## config.mk

```make
export PLATFORM = sky130hd
export DESIGN_NAME = four_voice_chiptune_mixer_top
export DESIGN_NICKNAME = d
export VERILOG_FILES = /design/src/fcm_pkg.sv /design/src/four_voice_chiptune_mixer_top.sv
export SDC_FILE = /design/constraint.sdc
export NUM_CORES = 1
export LEC_CHECK = 0
export BUFFER_PORTS_ARGS = -buffer_cell sky130_fd_sc_hd__buf_2
export CORE_UTILIZATION = 50
export DETAILED_ROUTE_END_ITERATION = 8
export GPL_ROUTABILITY_DRIVEN = 0
export PLACE_DENSITY = 0.77
export SYNTH_ARGS = -nofsm -noshare
export SYNTH_HDL_FRONTEND = slang
export SYNTH_SLANG_ARGS = --single-unit
```

## constraint.sdc

```tcl
create_clock -name clk -period 21.7 [get_ports clk]
set_input_delay 3.255 -clock clk [delete_from_list [all_inputs] [get_ports clk]]
set_output_delay 3.255 -clock clk [all_outputs]
set_load 0.01 [all_outputs]
```

## src/fcm_pkg.sv

```systemverilog
// shared types, constants and helpers of the four-voice chiptune mixer
package fcm_pkg;

	localparam int VOICES = 4;
	localparam int VIDX_W = (VOICES > 1) ? $clog2(VOICES) : 1;
	localparam int PROD_W = 14;
	localparam int ACC_W  = 16 + $clog2(VOICES);

	localparam logic [7:0]  WAVE_TRIANGLE = 8'd0;
	localparam logic [7:0]  WAVE_SAW      = 8'd1;
	localparam logic [7:0]  WAVE_PULSE    = 8'd2;
	localparam logic [7:0]  WAVE_NOISE    = 8'd3;

	localparam logic [15:0] PHASE_HALF    = 16'h8000;
	localparam logic [5:0]  VAL_BIAS      = 6'h20;
	localparam logic [5:0]  VAL_HIGH      = 6'd31;
	localparam logic [5:0]  VAL_LOW       = 6'h20;
	localparam logic [7:0]  SAMPLE_BIAS   = 8'd128;

	localparam logic [7:0]  DIVIDER_RESET = 8'd93;
	localparam logic [7:0]  NOISE_A_RESET = 8'd1;
	localparam logic [7:0]  NOISE_B_RESET = 8'd50;
	localparam logic [7:0]  NOISE_C_RESET = 8'd3;
	localparam logic [7:0]  NOISE_X_RESET = 8'd1;

	localparam logic        FUNC_TICK     = 1'b0;
	localparam logic        FUNC_WRITE    = 1'b1;

	localparam int          PADDR_W       = 3;
	localparam logic        REG_FRAME_DIV = 1'b0;

	typedef struct packed {
		logic        func;
		logic [1:0]  voice;
		logic [15:0] freq;
		logic [15:0] duty;
		logic [7:0]  waveform;
		logic [7:0]  volume;
	} in_item_t;

	typedef struct packed {
		logic [7:0] sample;
		logic       frame_tick;
	} out_item_t;

	typedef enum logic {
		ST_IDLE,
		ST_RUN
	} state_t;

	typedef struct packed {
		logic [7:0] a;
		logic [7:0] b;
		logic [7:0] c;
		logic [7:0] x;
	} noise_t;

	// one step of the add/xor noise generator
	function automatic noise_t noise_next(input noise_t n);
		noise_t r;
		r.x = n.x + 8'd1;
		r.a = n.a ^ n.c ^ r.x;
		r.b = n.b + r.a;
		r.c = (n.c + {1'b0, r.b[7:1]}) ^ r.a;
		return r;
	endfunction

endpackage

```

## src/four_voice_chiptune_mixer_top.sv

```systemverilog
// four-voice chiptune mixer: settings store, voice sequencer and shared multiply-accumulate
// a sample tick is taken, its result beat is registered at once from the byte
// held by the previous tick, then one voice is rendered and mixed per cycle
// through the single multiply-accumulate unit
// a settings write is taken whenever the sequencer is idle
// arst_n clears phases, voice settings, frame count and held byte, and seeds the noise
// generator; no clearing pass is needed
module four_voice_chiptune_mixer_top (
	input  logic                            clk,
	input  logic                            arst_n,
	input  logic                            in_valid,
	output logic                            in_stall,
	input  fcm_pkg::in_item_t               in_data,
	output logic                            out_valid,
	input  logic                            out_stall,
	output fcm_pkg::out_item_t              out_data,
	input  logic                            psel,
	input  logic                            penable,
	input  logic                            pwrite,
	input  logic [fcm_pkg::PADDR_W-1:0]     paddr,
	input  logic [31:0]                     pwdata,
	output logic [31:0]                     prdata,
	output logic                            pready
);
	import fcm_pkg::*;

	// voice settings and phases, one entry per voice
	logic [15:0] phase_q [VOICES];
	logic [15:0] freq_q  [VOICES];
	logic [15:0] duty_q  [VOICES];
	logic [7:0]  wave_q  [VOICES];
	logic [7:0]  gain_q  [VOICES];

	noise_t      noise_q;
	logic [7:0]  frame_count_q;
	logic [7:0]  held_q;
	logic [7:0]  divider_q;

	state_t      state_q, state_d;
	logic [VIDX_W-1:0]      vcnt_q;
	logic signed [ACC_W-1:0] acc_q;

	logic        out_valid_q;
	out_item_t   out_q;

	logic        in_accept;
	logic        tick_accept;
	logic        write_accept;
	logic        last_voice;
	logic        run_step;

	// render / mix datapath
	logic [15:0] cur_phase;
	logic [7:0]  cur_wave;
	logic [5:0]  cur_val;
	noise_t      noise_d;
	logic signed [PROD_W-1:0] val_ext;
	logic signed [PROD_W-1:0] gain_ext;
	logic signed [PROD_W-1:0] prod;
	logic signed [ACC_W-1:0]  acc_d;
	logic signed [ACC_W-1:0]  acc_shift;

	// ---------------------------------------------------------------- handshake
	// a tick may go in while the output beat leaves in the same cycle
	assign in_stall     = (state_q != ST_IDLE) ||
	                      (out_valid_q && out_stall && (in_data.func == FUNC_TICK));
	assign in_accept    = in_valid && !in_stall;
	assign tick_accept  = in_accept && (in_data.func == FUNC_TICK);
	assign write_accept = in_accept && (in_data.func == FUNC_WRITE);
	assign out_valid    = out_valid_q;
	assign out_data     = out_q;

	// ---------------------------------------------------------------- sequencer
	assign last_voice = (vcnt_q == VIDX_W'(VOICES - 1));

	always_comb begin
		state_d  = state_q;
		run_step = 1'b0;
		unique case (state_q)
			ST_IDLE: begin
				if (tick_accept) begin
					state_d = ST_RUN;
				end
			end
			ST_RUN: begin
				run_step = 1'b1;
				if (last_voice) begin
					state_d = ST_IDLE;
				end
			end
			default: begin
				state_d = ST_IDLE;
			end
		endcase
	end

	always_ff @(posedge clk or negedge arst_n) begin
		if (!arst_n) begin
			state_q <= ST_IDLE;
			vcnt_q  <= '0;
		end else begin
			state_q <= state_d;
			if (tick_accept) begin
				vcnt_q <= '0;
			end else if (run_step) begin
				vcnt_q <= vcnt_q + VIDX_W'(1);
			end
		end
	end

	// ---------------------------------------------------------------- render
	// value of the current voice in -32..31, held as six-bit two's complement
	assign cur_phase = phase_q[vcnt_q];
	assign cur_wave  = wave_q[vcnt_q];
	assign noise_d   = noise_next(noise_q);

	always_comb begin
		case (cur_wave)
			WAVE_TRIANGLE: begin
				// rising half counts up from -32, falling half counts down from 31
				if (cur_phase < PHASE_HALF) begin
					cur_val = cur_phase[14:9] ^ VAL_BIAS;
				end else begin
					cur_val = (~cur_phase[14:9]) ^ VAL_BIAS;
				end
			end
			WAVE_SAW:   cur_val = cur_phase[15:10] ^ VAL_BIAS;
			WAVE_PULSE: cur_val = (cur_phase > duty_q[vcnt_q]) ? VAL_LOW : VAL_HIGH;
			WAVE_NOISE: cur_val = noise_d.c[5:0] ^ VAL_BIAS;
			default:    cur_val = '0;
		endcase
	end

	// shared multiply-accumulate: signed value times unsigned gain
	assign val_ext   = PROD_W'($signed(cur_val));
	assign gain_ext  = $signed({{(PROD_W-8){1'b0}}, gain_q[vcnt_q]});
	assign prod      = val_ext * gain_ext;
	assign acc_d     = acc_q + ACC_W'(prod);
	assign acc_shift = acc_d >>> 8;

	always_ff @(posedge clk or negedge arst_n) begin
		if (!arst_n) begin
			acc_q   <= '0;
			held_q  <= '0;
			noise_q <= '{a: NOISE_A_RESET, b: NOISE_B_RESET, c: NOISE_C_RESET,
			             x: NOISE_X_RESET};
			for (int v = 0; v < VOICES; v++) begin
				phase_q[v] <= '0;
			end
		end else begin
			if (tick_accept) begin
				acc_q <= '0;
			end else if (run_step) begin
				acc_q            <= acc_d;
				phase_q[vcnt_q]  <= cur_phase + freq_q[vcnt_q];
				// generator steps once per noise voice rendered
				if (cur_wave == WAVE_NOISE) begin
					noise_q <= noise_d;
				end
				// mix finished: bias and keep for the next tick
				if (last_voice) begin
					held_q <= acc_shift[7:0] + SAMPLE_BIAS;
				end
			end
		end
	end

	// ---------------------------------------------------------------- voice settings
	always_ff @(posedge clk or negedge arst_n) begin
		if (!arst_n) begin
			for (int v = 0; v < VOICES; v++) begin
				freq_q[v] <= '0;
				duty_q[v] <= '0;
				wave_q[v] <= '0;
				gain_q[v] <= '0;
			end
		end else if (write_accept && (int'(in_data.voice) < VOICES)) begin
			freq_q[VIDX_W'(in_data.voice)] <= in_data.freq;
			duty_q[VIDX_W'(in_data.voice)] <= in_data.duty;
			wave_q[VIDX_W'(in_data.voice)] <= in_data.waveform;
			gain_q[VIDX_W'(in_data.voice)] <= in_data.volume;
		end
	end

	// ---------------------------------------------------------------- frame strobe and output beat
	always_ff @(posedge clk or negedge arst_n) begin
		if (!arst_n) begin
			frame_count_q <= '0;
			out_valid_q   <= 1'b0;
		end else begin
			if (tick_accept) begin
				out_valid_q <= 1'b1;
				if (frame_count_q != 8'd0) begin
					frame_count_q <= frame_count_q - 8'd1;
				end else begin
					frame_count_q <= divider_q;
				end
			end else if (!out_stall) begin
				out_valid_q <= 1'b0;
			end
		end
	end

	// payload register, loaded with the byte left by the previous tick
	always_ff @(posedge clk) begin
		if (tick_accept) begin
			out_q.sample     <= held_q;
			out_q.frame_tick <= (frame_count_q == 8'd0);
		end
	end

	// ---------------------------------------------------------------- configuration port
	assign pready = 1'b1;
	assign prdata = (paddr[2] == REG_FRAME_DIV) ? {24'd0, divider_q} : 32'd0;

	always_ff @(posedge clk or negedge arst_n) begin
		if (!arst_n) begin
			divider_q <= DIVIDER_RESET;
		end else if (psel && penable && pwrite && pready && (paddr[2] == REG_FRAME_DIV)) begin
			divider_q <= pwdata[7:0];
		end
	end

	// ---------------------------------------------------------------- assertions
	a_accept_idle: assert property (@(posedge clk) disable iff (!arst_n)
		in_accept |-> (state_q == ST_IDLE))
		else $error("item accepted while sequencer busy");

	a_tick_starts_run: assert property (@(posedge clk) disable iff (!arst_n)
		tick_accept |=> (state_q == ST_RUN) && (vcnt_q == '0) && out_valid_q)
		else $error("tick did not start the voice sweep and output beat");

	a_sweep_ends: assert property (@(posedge clk) disable iff (!arst_n)
		(run_step && last_voice) |=> (state_q == ST_IDLE))
		else $error("sequencer did not return to idle after last voice");

	a_beat_held: assert property (@(posedge clk) disable iff (!arst_n)
		(out_valid_q && out_stall) |=> out_valid_q)
		else $error("stalled output beat dropped");

	a_write_no_beat: assert property (@(posedge clk) disable iff (!arst_n)
		(write_accept && !out_valid_q) |=> !out_valid_q)
		else $error("settings write produced an output beat");

endmodule
```

==> results of run 1 <==
==> cell usage in the layout, fill, tap and decap left out, types with 9 or more instances in the layout <==
cell type,count
buf_2,84
inv_1,66
clkbuf_8,10
ha_1,102
dfstp_2,12
nand2b_1,17
xnor2_1,60
fa_1,29
nor2_1,70
xor2_1,24
nor3_1,18
conb_1,25
a21o_1,10
mux2i_1,9
o21ai_0,73
dfrtp_1,318
edfxtp_1,9
buf_4,21
mux2_2,252
mux4_2,51
a21oi_1,45
nor2b_1,25
clkbuf_16,39
a211oi_1,13
nand3_1,16
nand2_1,149
==> sequential cells by signal, summed over array words and instances, names as in the netlist <==
register / cells
wave_q: 32
phase_q: 64
frame_count_q: 8
divider_q: 8
vcnt_q: 2
out_valid: 1
freq_q: 64
acc_q: 16
duty_q: 64
held_q: 8
state_q: 1
noise_q: 32
gain_q: 32
out_data: 9
==> Yosys cell counts (all sizes together) (7+ instances only) <==
cell,number
dfrtp,320
mux2,253
nand2,150
ha,102
o21ai,73
nor2,70
inv,66
xnor2,62
mux4,51
buf,46
a21oi,45
clkbuf,40
fa,29
nor2b,25
xor2,24
nor3,19
nand3,18
nand2b,17
a211oi,13
dfstp,12
a21o,10
edfxtp,9
mux2i,9
nor3b,9
a31oi,8
o21bai,8
nand4,7
o31ai,7
or4,7
==> kinds of logic (layout without fill, tap and decap cells) <==
group	count (synthesis)	in the layout	synth area share, %
simple gates	353	353	8.79
flops	341	341	45.4
mux	313	313	21.6
compound gates	203	203	6.67
buf+inv	153	243	3.56
fa+ha+maj	131	131	9.80
xor+xnor	87	87	4.17
other cells	2	25	0.0396
==> routing by layer <==
layer / vias to the layer above / track usage [%] / wire length, um / share of wire, %
li1: 5756 / - / - / -
met1: 6156 / 27.3 / 16900 / 43
met2: 251 / 36.3 / 19700 / 50
met3: 61 / 3.83 / 1710 / 4.4
met4: 0 / 6.60 / 936 / 2.4
met5: - / 0 / 0 / 0
==> through the flow <==
step / setup WS [ps] / hold slack (ps)
floorplan: 12470 / 421
global placement: 11960 / 434
detailed placement: 11820 / 431
CTS: 11810 / 445
global route: 11310 / 472
finish: 11860 / 443
==> power breakdown <==
part	internal [mW]	switching, mW	leakage, nW
clock	0.402	0.261	0.645
sequential	0.929	0.167	4.15
combinational	0.801	0.906	4.93
total	2.13	1.33	9.73
==> worst min path at each step <==
stage | from | end | slack (ps) | cells past startpoint
4_1_cts | held_q[3] | out_data[4] | 440 | 0
3_5_place_dp | held_q[3] | out_data[4] | 430 | 0
6_report | held_q[3] | out_data[4] | 440 | 0
3_3_place_gp | held_q[3] | out_data[4] | 430 | 0
5_1_grt | held_q[1] | out_data[2] | 470 | 0
2_1_floorplan | held_q[1] | out_data[2] | 420 | 0
==> final cells by class <==
class	instances	area (um2)	share of cell area [%]
inverters	67	251	1.19
clock buffers	56	1140	5.39
flip-flops and latches	341	8600	40.6
repair buffers	106	593	2.80
clock inverters	14	173	0.816
multi-input cells	1112	9780	46.2
well taps	504	631	2.98
==> results.cfg, run 1 <==
[finish]
final_cell_area_um2 = 21200
antennaDiodeCount = 0
drive_gt1_share_pct = 29.4
fin_util_pct = 57.3
nFillCells = 3003
nets = 1890
syn2layout_area_growth_pct = 11.7
fin_cells = 2200

[routing]
final_antenna_net_count = 0
first_pass_iters = 5
vias = 12224
via_per_inst = 5.56
drc = 0
drt_iter0_drc = 493
route.detailed.wl_per_inst_um = 17.8
totalWireLength_um = 39200

[worst_setup_path]
r2r_slack_ps = 11860
r2r_cells = 39
path_max_fanout = 9
worst_path_largest_cell_delay_ps = 590
crit_end = held_q[7]
path_buf_inv = 4
cpMaxStageDelayCell = dfstp_2
critPathKind = reg2reg
r2r_start = noise_q[0]
crit_top_cell = fa_1
critPathCaptureType = flip-flop
critPathTopFamily = adder cells
reg2reg_to = held_q[7]
cp_num_cells = 39
worstPathRequired_ps = 22130
arrival_ps = 10270
cp-start-kind = flip-flop
crit_start = noise_q[0]

[flow_run]
max_cap_viol_count = 0

[synth]
synthArstFlopShare_pct = 97.4
synth_cell_types = 64
syn_area_per_cell_um2 = 12.0
syn_area_um2 = 18900
synth.area.top_cells = dfrtp_1 (42%), mux2_2 (15%), ha_1 (6.7%), mux4_2 (6.1%), fa_1 (3.1%)
synth-seq-cells = 341
ys.flop_type = dfrtp_1
yosys_warnings = 0
synth_edf_count = 9
synth_cells = 1583
synth_top_area_share_pct = 42.3
synth_seq_area_share_pct = 45.4
synth_top_area_cell = dfrtp_1

[timing]
hold_viol_final = 0
fin_crit_ps = 9840
rsz0062_at_grt = false
setup-violations-final = 0
slew_viol_final = 0
min_period_over_period_pct = 45.4
finalClockSkew_ps = 27.5
fmax_mhz = 102
fin_setup_tns_ps = 0
max_slew_margin_pct = 26.8
worstMarginPinSlew_ps = 1100

[power_and_ir_drop]
power_density_nw_per_um2 = 164
p_total_mw = 3.47
ir_drop_v = 0.0000989
p_leak_nw = 9.73

[placed_design]
dpl_cell_area_um2 = 19900
placed_cells = 2130
post-dp-hpwl_um = 26800
portBuffers = 85

[clock_network]
cts_buffer_depth = 3
clkLatencyLatePin_ps = 560
cts_tree = done
h-tree-depth = 2
post_cts_buffers = 0
cts-buffers-inserted = 38
cts.sinks = 341
clkTransAtPathRegs_ps = 60
cts_resized = 0
ctsHoldBuffers = 0
cts_root_buffer = clkbuf_16

[run_status]
status = completed

[global_routing]
grt_pass1_vias = 12685
grt_pass1_wl_um = 65100
antenna_found_initial = 0
overflow = 0
grt_max_degree = 98
grtUsageTotal_pct = 21.2

[hold_path]
min_path_type = reg2reg

[floorplan]
die-area_um2 = 38700
coreArea_um2 = 37000
start_util_pct = 51.2
die_width_um = 197
num_io_pins = 137
rows = 70
die_h_um = 197
Note: power is estimated with default switching activity, not from simulation.
==> run 2, diff against run 1 <==
- PLACE_DENSITY: 0.77 -> 0.8
- clock period: 21.7 -> 8.8 ns (I/O delays scaled with it)
==> results.cfg, run 2 (synthesis results as in run 1) <==
[run_status]
status = completed

[worst_setup_path]
critPathKind = reg2reg
cpMaxStageDelayCell = dfstp_2
r2r_start = noise_q[24]
cp-start-kind = flip-flop
crit_top_cell = fa_1
worstPathRequired_ps = 9220
r2r_slack_ps = 200
r2r_cells = 39
reg2reg_to = held_q[7]
critPathCaptureType = flip-flop
worst_path_largest_cell_delay_ps = 540
path_max_fanout = 3
arrival_ps = 9020

[routing]
first_pass_iters = 5
totalWireLength_um = 41800
vias = 12755
final_antenna_net_count = 0
via_per_inst = 5.69
drc = 0
route.detailed.wl_per_inst_um = 18.7
drt_iter0_drc = 728

[clock_network]
h-tree-depth = 2
clkTransAtPathRegs_ps = 60
cts-buffers-inserted = 37
cts_root_buffer = clkbuf_16
cts.sinks = 341
clkLatencyLatePin_ps = 550
cts_buffer_depth = 3
ctsHoldBuffers = 0
cts_tree = done

[timing]
max_slew_margin_pct = 25.2
setup-violations-final = 0
fmax_mhz = 116
slew_viol_final = 0
min_period_over_period_pct = 97.7
setup_ws_ps = 198
finalClockSkew_ps = 24.9
worstMarginPinSlew_ps = 1120
fin_crit_ps = 8600
hold_viol_final = 0

[finish]
nets = 1934
antennaDiodeCount = 0
multiInputGateArea_um2 = 10000
syn2layout_area_growth_pct = 14.5
fin_util_pct = 58.7
nFillCells = 2878
largestRegisters = duty_q: 64 flops, freq_q: 64 flops, phase_q: 64 flops
final_common_cell = dfrtp_1
drive_gt1_share_pct = 33.8
layout_common_cells = dfrtp_1 (318), mux2_2 (252), nand2_1 (147)
seqCellArea_um2 = 8600

[floorplan]
die-area_um2 = 38700
rows = 70
die_width_um = 197
num_io_pins = 137
coreArea_um2 = 37000
start_util_pct = 51.2
die_h_um = 197

[global_routing]
grtUsageTotal_pct = 21.9
grt_max_degree = 117
grt_pass1_wl_um = 67800
overflow = 0
antenna_found_initial = 1
grt_pass1_vias = 13196

[flow_run]
max_cap_viol_count = 0

[hold_path]
hold_depth = 0
min_path_type = reg2reg
min_to = out_data[4]
hp-start = held_q[3]

[power_and_ir_drop]
power_density_nw_per_um2 = 408
p_leak_nw = 9.96
ir_drop_v = 0.000260

[placed_design]
post-dp-hpwl_um = 27700
portBuffers = 85
place_ws_ps = -134
[run 2: changes by cell type in the layout (fill, tap and decap cells not counted), sizes merged]
cell / previous run / this run
buf: 106 / 151
clkbuf: 56 / 50
clkinv: 10 / 13
clkinvlp: 2 / 1
inv: 66 / 67
[run 2: per-stage QoR]
step	total power [mW]	hold WS (ps)	instance area (um2)	instances	TNS, ps
floorplan	5.90	421	19100	1606	0
global placement	6.78	438	20100	2163	-46.6
detailed placement	7.05	438	20100	2163	-251
CTS	8.75	452	21400	2231	0
global route	9.48	457	21700	2242	-951
finish	8.85	448	21700	2242	0
[run 2: cell type report]
cell class | instances | share of cell area, %
multi-input combinational | 1112 | 46.1
sequential | 341 | 39.6
clock buffer | 50 | 4.91
timing repair buffer | 151 | 4.35
tap | 504 | 2.91
inverter | 67 | 1.16
clock inverter | 17 | 0.906
[run 2: critical path, delay by kind of cell (launching register included)]
| family | cells | cell delay (ps) |
|---|---|---|
| AO/OA/AOI/OAI | 9 | 1420 |
| XOR/XNOR | 9 | 1680 |
| adder cells (fa/ha/maj) | 9 | 3400 |
| buffers and inverters | 5 | 330 |
| flip-flops | 1 | 540 |
| multiplexers | 1 | 260 |
| AND/OR/NAND/NOR | 6 | 820 |
[run 2: power breakdown]
| part | leakage [nW] | internal [mW] | switching, mW |
|---|---|---|---|
| combinational | 5.18 | 2.13 | 2.40 |
| clock | 0.627 | 0.947 | 0.661 |
| sequential | 4.15 | 2.29 | 0.428 |
[run 2: worst max-delay path by stage]
stage	from	end	slack [ps]	depth (start not counted)
finish	noise_q[24]	held_q[7]	200	39
floorplan	vcnt_q[0]	held_q[7]	110	32
detailed placement	noise_q[0]	held_q[7]	-130	39
CTS	noise_q[0]	held_q[7]	30	39
global placement	noise_q[0]	held_q[7]	-50	39
global route	noise_q[24]	held_q[7]	-210	40
[run 2: routing by layer]
layer | GRT usage, % | part of all wire [%] | wire length (um)
met1 | 27.8 | 42 | 17500
met2 | 37.6 | 51 | 21100
met3 | 4.00 | 5.0 | 2100
met4 | 7.64 | 2.6 | 1080
met5 | 1.15 | 0.026 | 11
[run 2: repair_timing]
action,CTS,global route
pin swaps,3,47
buffers inserted,1,11
gates resized for setup,9,34
setup endpoints to repair,4,8
==> run 3, diff against run 2 <==
- BUFFER_PORTS_ARGS: -buffer_cell sky130_fd_sc_hd__buf_2 -> unset
- CORE_MARGIN: unset -> 4
- CORE_UTILIZATION: 50 -> 58
- DONT_BUFFER_PORTS: unset -> 1
- PLACE_DENSITY: 0.8 -> 0.85
==> results.cfg, run 3 (synthesis results as in run 1) <==
[worst_setup_path]
arrival_ps = 9330
worstPathRequired_ps = 9220
cpMaxStageDelayCell = dfstp_2
path_buf_inv = 5
r2r_start = noise_q[8]
r2r_slack_ps = -110
path_max_fanout = 3
worst_path_largest_cell_delay_ps = 550
r2r_cells = 40
critPathCaptureType = flip-flop
cp-start-kind = flip-flop
critPathKind = reg2reg
critPathTopFamily = adder cells
reg2reg_to = held_q[7]

[timing]
worstMarginPinSlew_ps = 1120
finalClockSkew_ps = 30.5
max_slew_margin_pct = 24.9
fin_setup_tns_ps = -197
hold_viol_final = 0
min_period_over_period_pct = 101
fin_crit_ps = 8910
slew_viol_final = 0
fmax_mhz = 112
setup_ws_ps = -110
rsz0062_at_grt = true
setup-violations-final = 4

[finish]
final_common_cell = dfrtp_1
drive_gt1_share_pct = 30.0
layout_common_cells = dfrtp_1 (318), mux2_2 (252), nand2_1 (147)
antennaDiodeCount = 0
final_cell_area_um2 = 21200
nets = 1849
fin_cells = 2086
syn2layout_area_growth_pct = 11.9
largestRegisters = duty_q: 64 flops, freq_q: 64 flops, phase_q: 64 flops

[placed_design]
dpl_cell_area_um2 = 19600
post-dp-hpwl_um = 27400
portBuffers = 0
placed_cells = 2002
place_ws_ps = -121

[power_and_ir_drop]
netSwitchingFraction_pct = 39.1
p_leak_nw = 9.59
combPwrFrac_pct = 51.3
p_total_mw = 8.78
power_density_nw_per_um2 = 414
p_seq_share_pct = 31.1
pwr-share-clk_pct = 17.6
switchingPower_mw = 3.44
ir_drop_v = 0.000263
p_int_mw = 5.35

[clock_network]
ctsHoldBuffers = 0
cts_root_buffer = clkbuf_16
cts-buffers-inserted = 37
h-tree-depth = 2
cts.sinks = 341
cts_buffer_depth = 3
cts_tree = done
clkTransAtPathRegs_ps = 70
clkLatencyLatePin_ps = 540

[floorplan]
die_h_um = 189
coreArea_um2 = 31900
die-area_um2 = 35600
num_io_pins = 137
die_width_um = 189
rows = 65
start_util_pct = 59.4

[global_routing]
grt_pass1_vias = 13220
grt_pass1_wl_um = 66800
overflow = 0
antenna_found_initial = 1
grt_max_degree = 333
grtUsageTotal_pct = 23.0

[routing]
via_per_inst = 6.06
vias = 12631
totalWireLength_um = 42900
drt_iter0_drc = 901
first_pass_iters = 5
drc = 0
final_antenna_net_count = 0
route.detailed.wl_per_inst_um = 20.6

[run_status]
status = finished with violations
violations = negative setup slack

[hold_path]
hold_depth = 0
min_to = out_data[7]
min_path_type = reg2reg
hp-start = held_q[6]

[flow_run]
max_cap_viol_count = 0
## run 3: what timing repair did
action,in CTS,in global routing
gates resized for setup,15,35
pin swaps,14,46
setup buffers,3,16
setup endpoints to repair,4,10
## run 3: area by class of cell
cell class / count / area [um2]
fillers: 2204 / 10700
multi-input cells: 1112 / 10100
flip-flops and latches: 341 / 8600
clock buffers: 54 / 1070
well taps: 435 / 544
repair buffers: 66 / 533
inverters: 67 / 251
clock inverters: 11 / 123
## run 3: metrics by stage
step / util (%) / hold slack [ps]
after floorplan: - / 421
after global routing: 66.5 / 462
after CTS: 65.5 / 450
final: 66.5 / 452
after global placement: 61.5 / 430
after detailed placement: 61.5 / 435
## run 3: metal layers
| layer | share of wire (%) | vias up | global-route usage [%] |
|---|---|---|---|
| met2 | 52 | 388 | 40.8 |
| met4 | 3.0 | 2 | 7.60 |
| met1 | 39 | 6474 | 28.3 |
| met5 | 0.030 | - | 0 |
| met3 | 5.9 | 118 | 4.67 |
| li1 | - | 5649 | - |
## run 3: power groups by stage
stage	clock network, mW	registers (mW)	logic (mW)
2_1_floorplan	0	2.55	3.36
3_5_place_dp	0	2.74	4.25
5_1_grt	1.62	2.81	4.93
4_1_cts	1.56	2.72	4.34
3_3_place_gp	0	2.67	4.05
6_report	1.54	2.74	4.51
## run 3: worst max path at each step
| stage | from | endpoint | slack (ps) | cells after the start |
|---|---|---|---|---|
| after global placement | noise_q[0] | held_q[7] | 50 | 40 |
| after detailed placement | noise_q[0] | held_q[7] | -120 | 37 |
| final | noise_q[8] | held_q[7] | -110 | 40 |
| after floorplan | vcnt_q[0] | held_q[7] | 110 | 32 |
| after CTS | noise_q[8] | held_q[7] | 0.9 | 40 |
| after global routing | noise_q[8] | held_q[7] | -330 | 40 |
## run 3: worst register-to-register path, delay by kind of cell, from the launching register on
kind | cells | cell delay [ps]
xor+xnor | 7 | 1290
buf+inv | 5 | 290
mux | 1 | 260
simple gates | 6 | 960
compound gates | 12 | 1840
flops | 1 | 550
fa+ha+maj | 9 | 3600
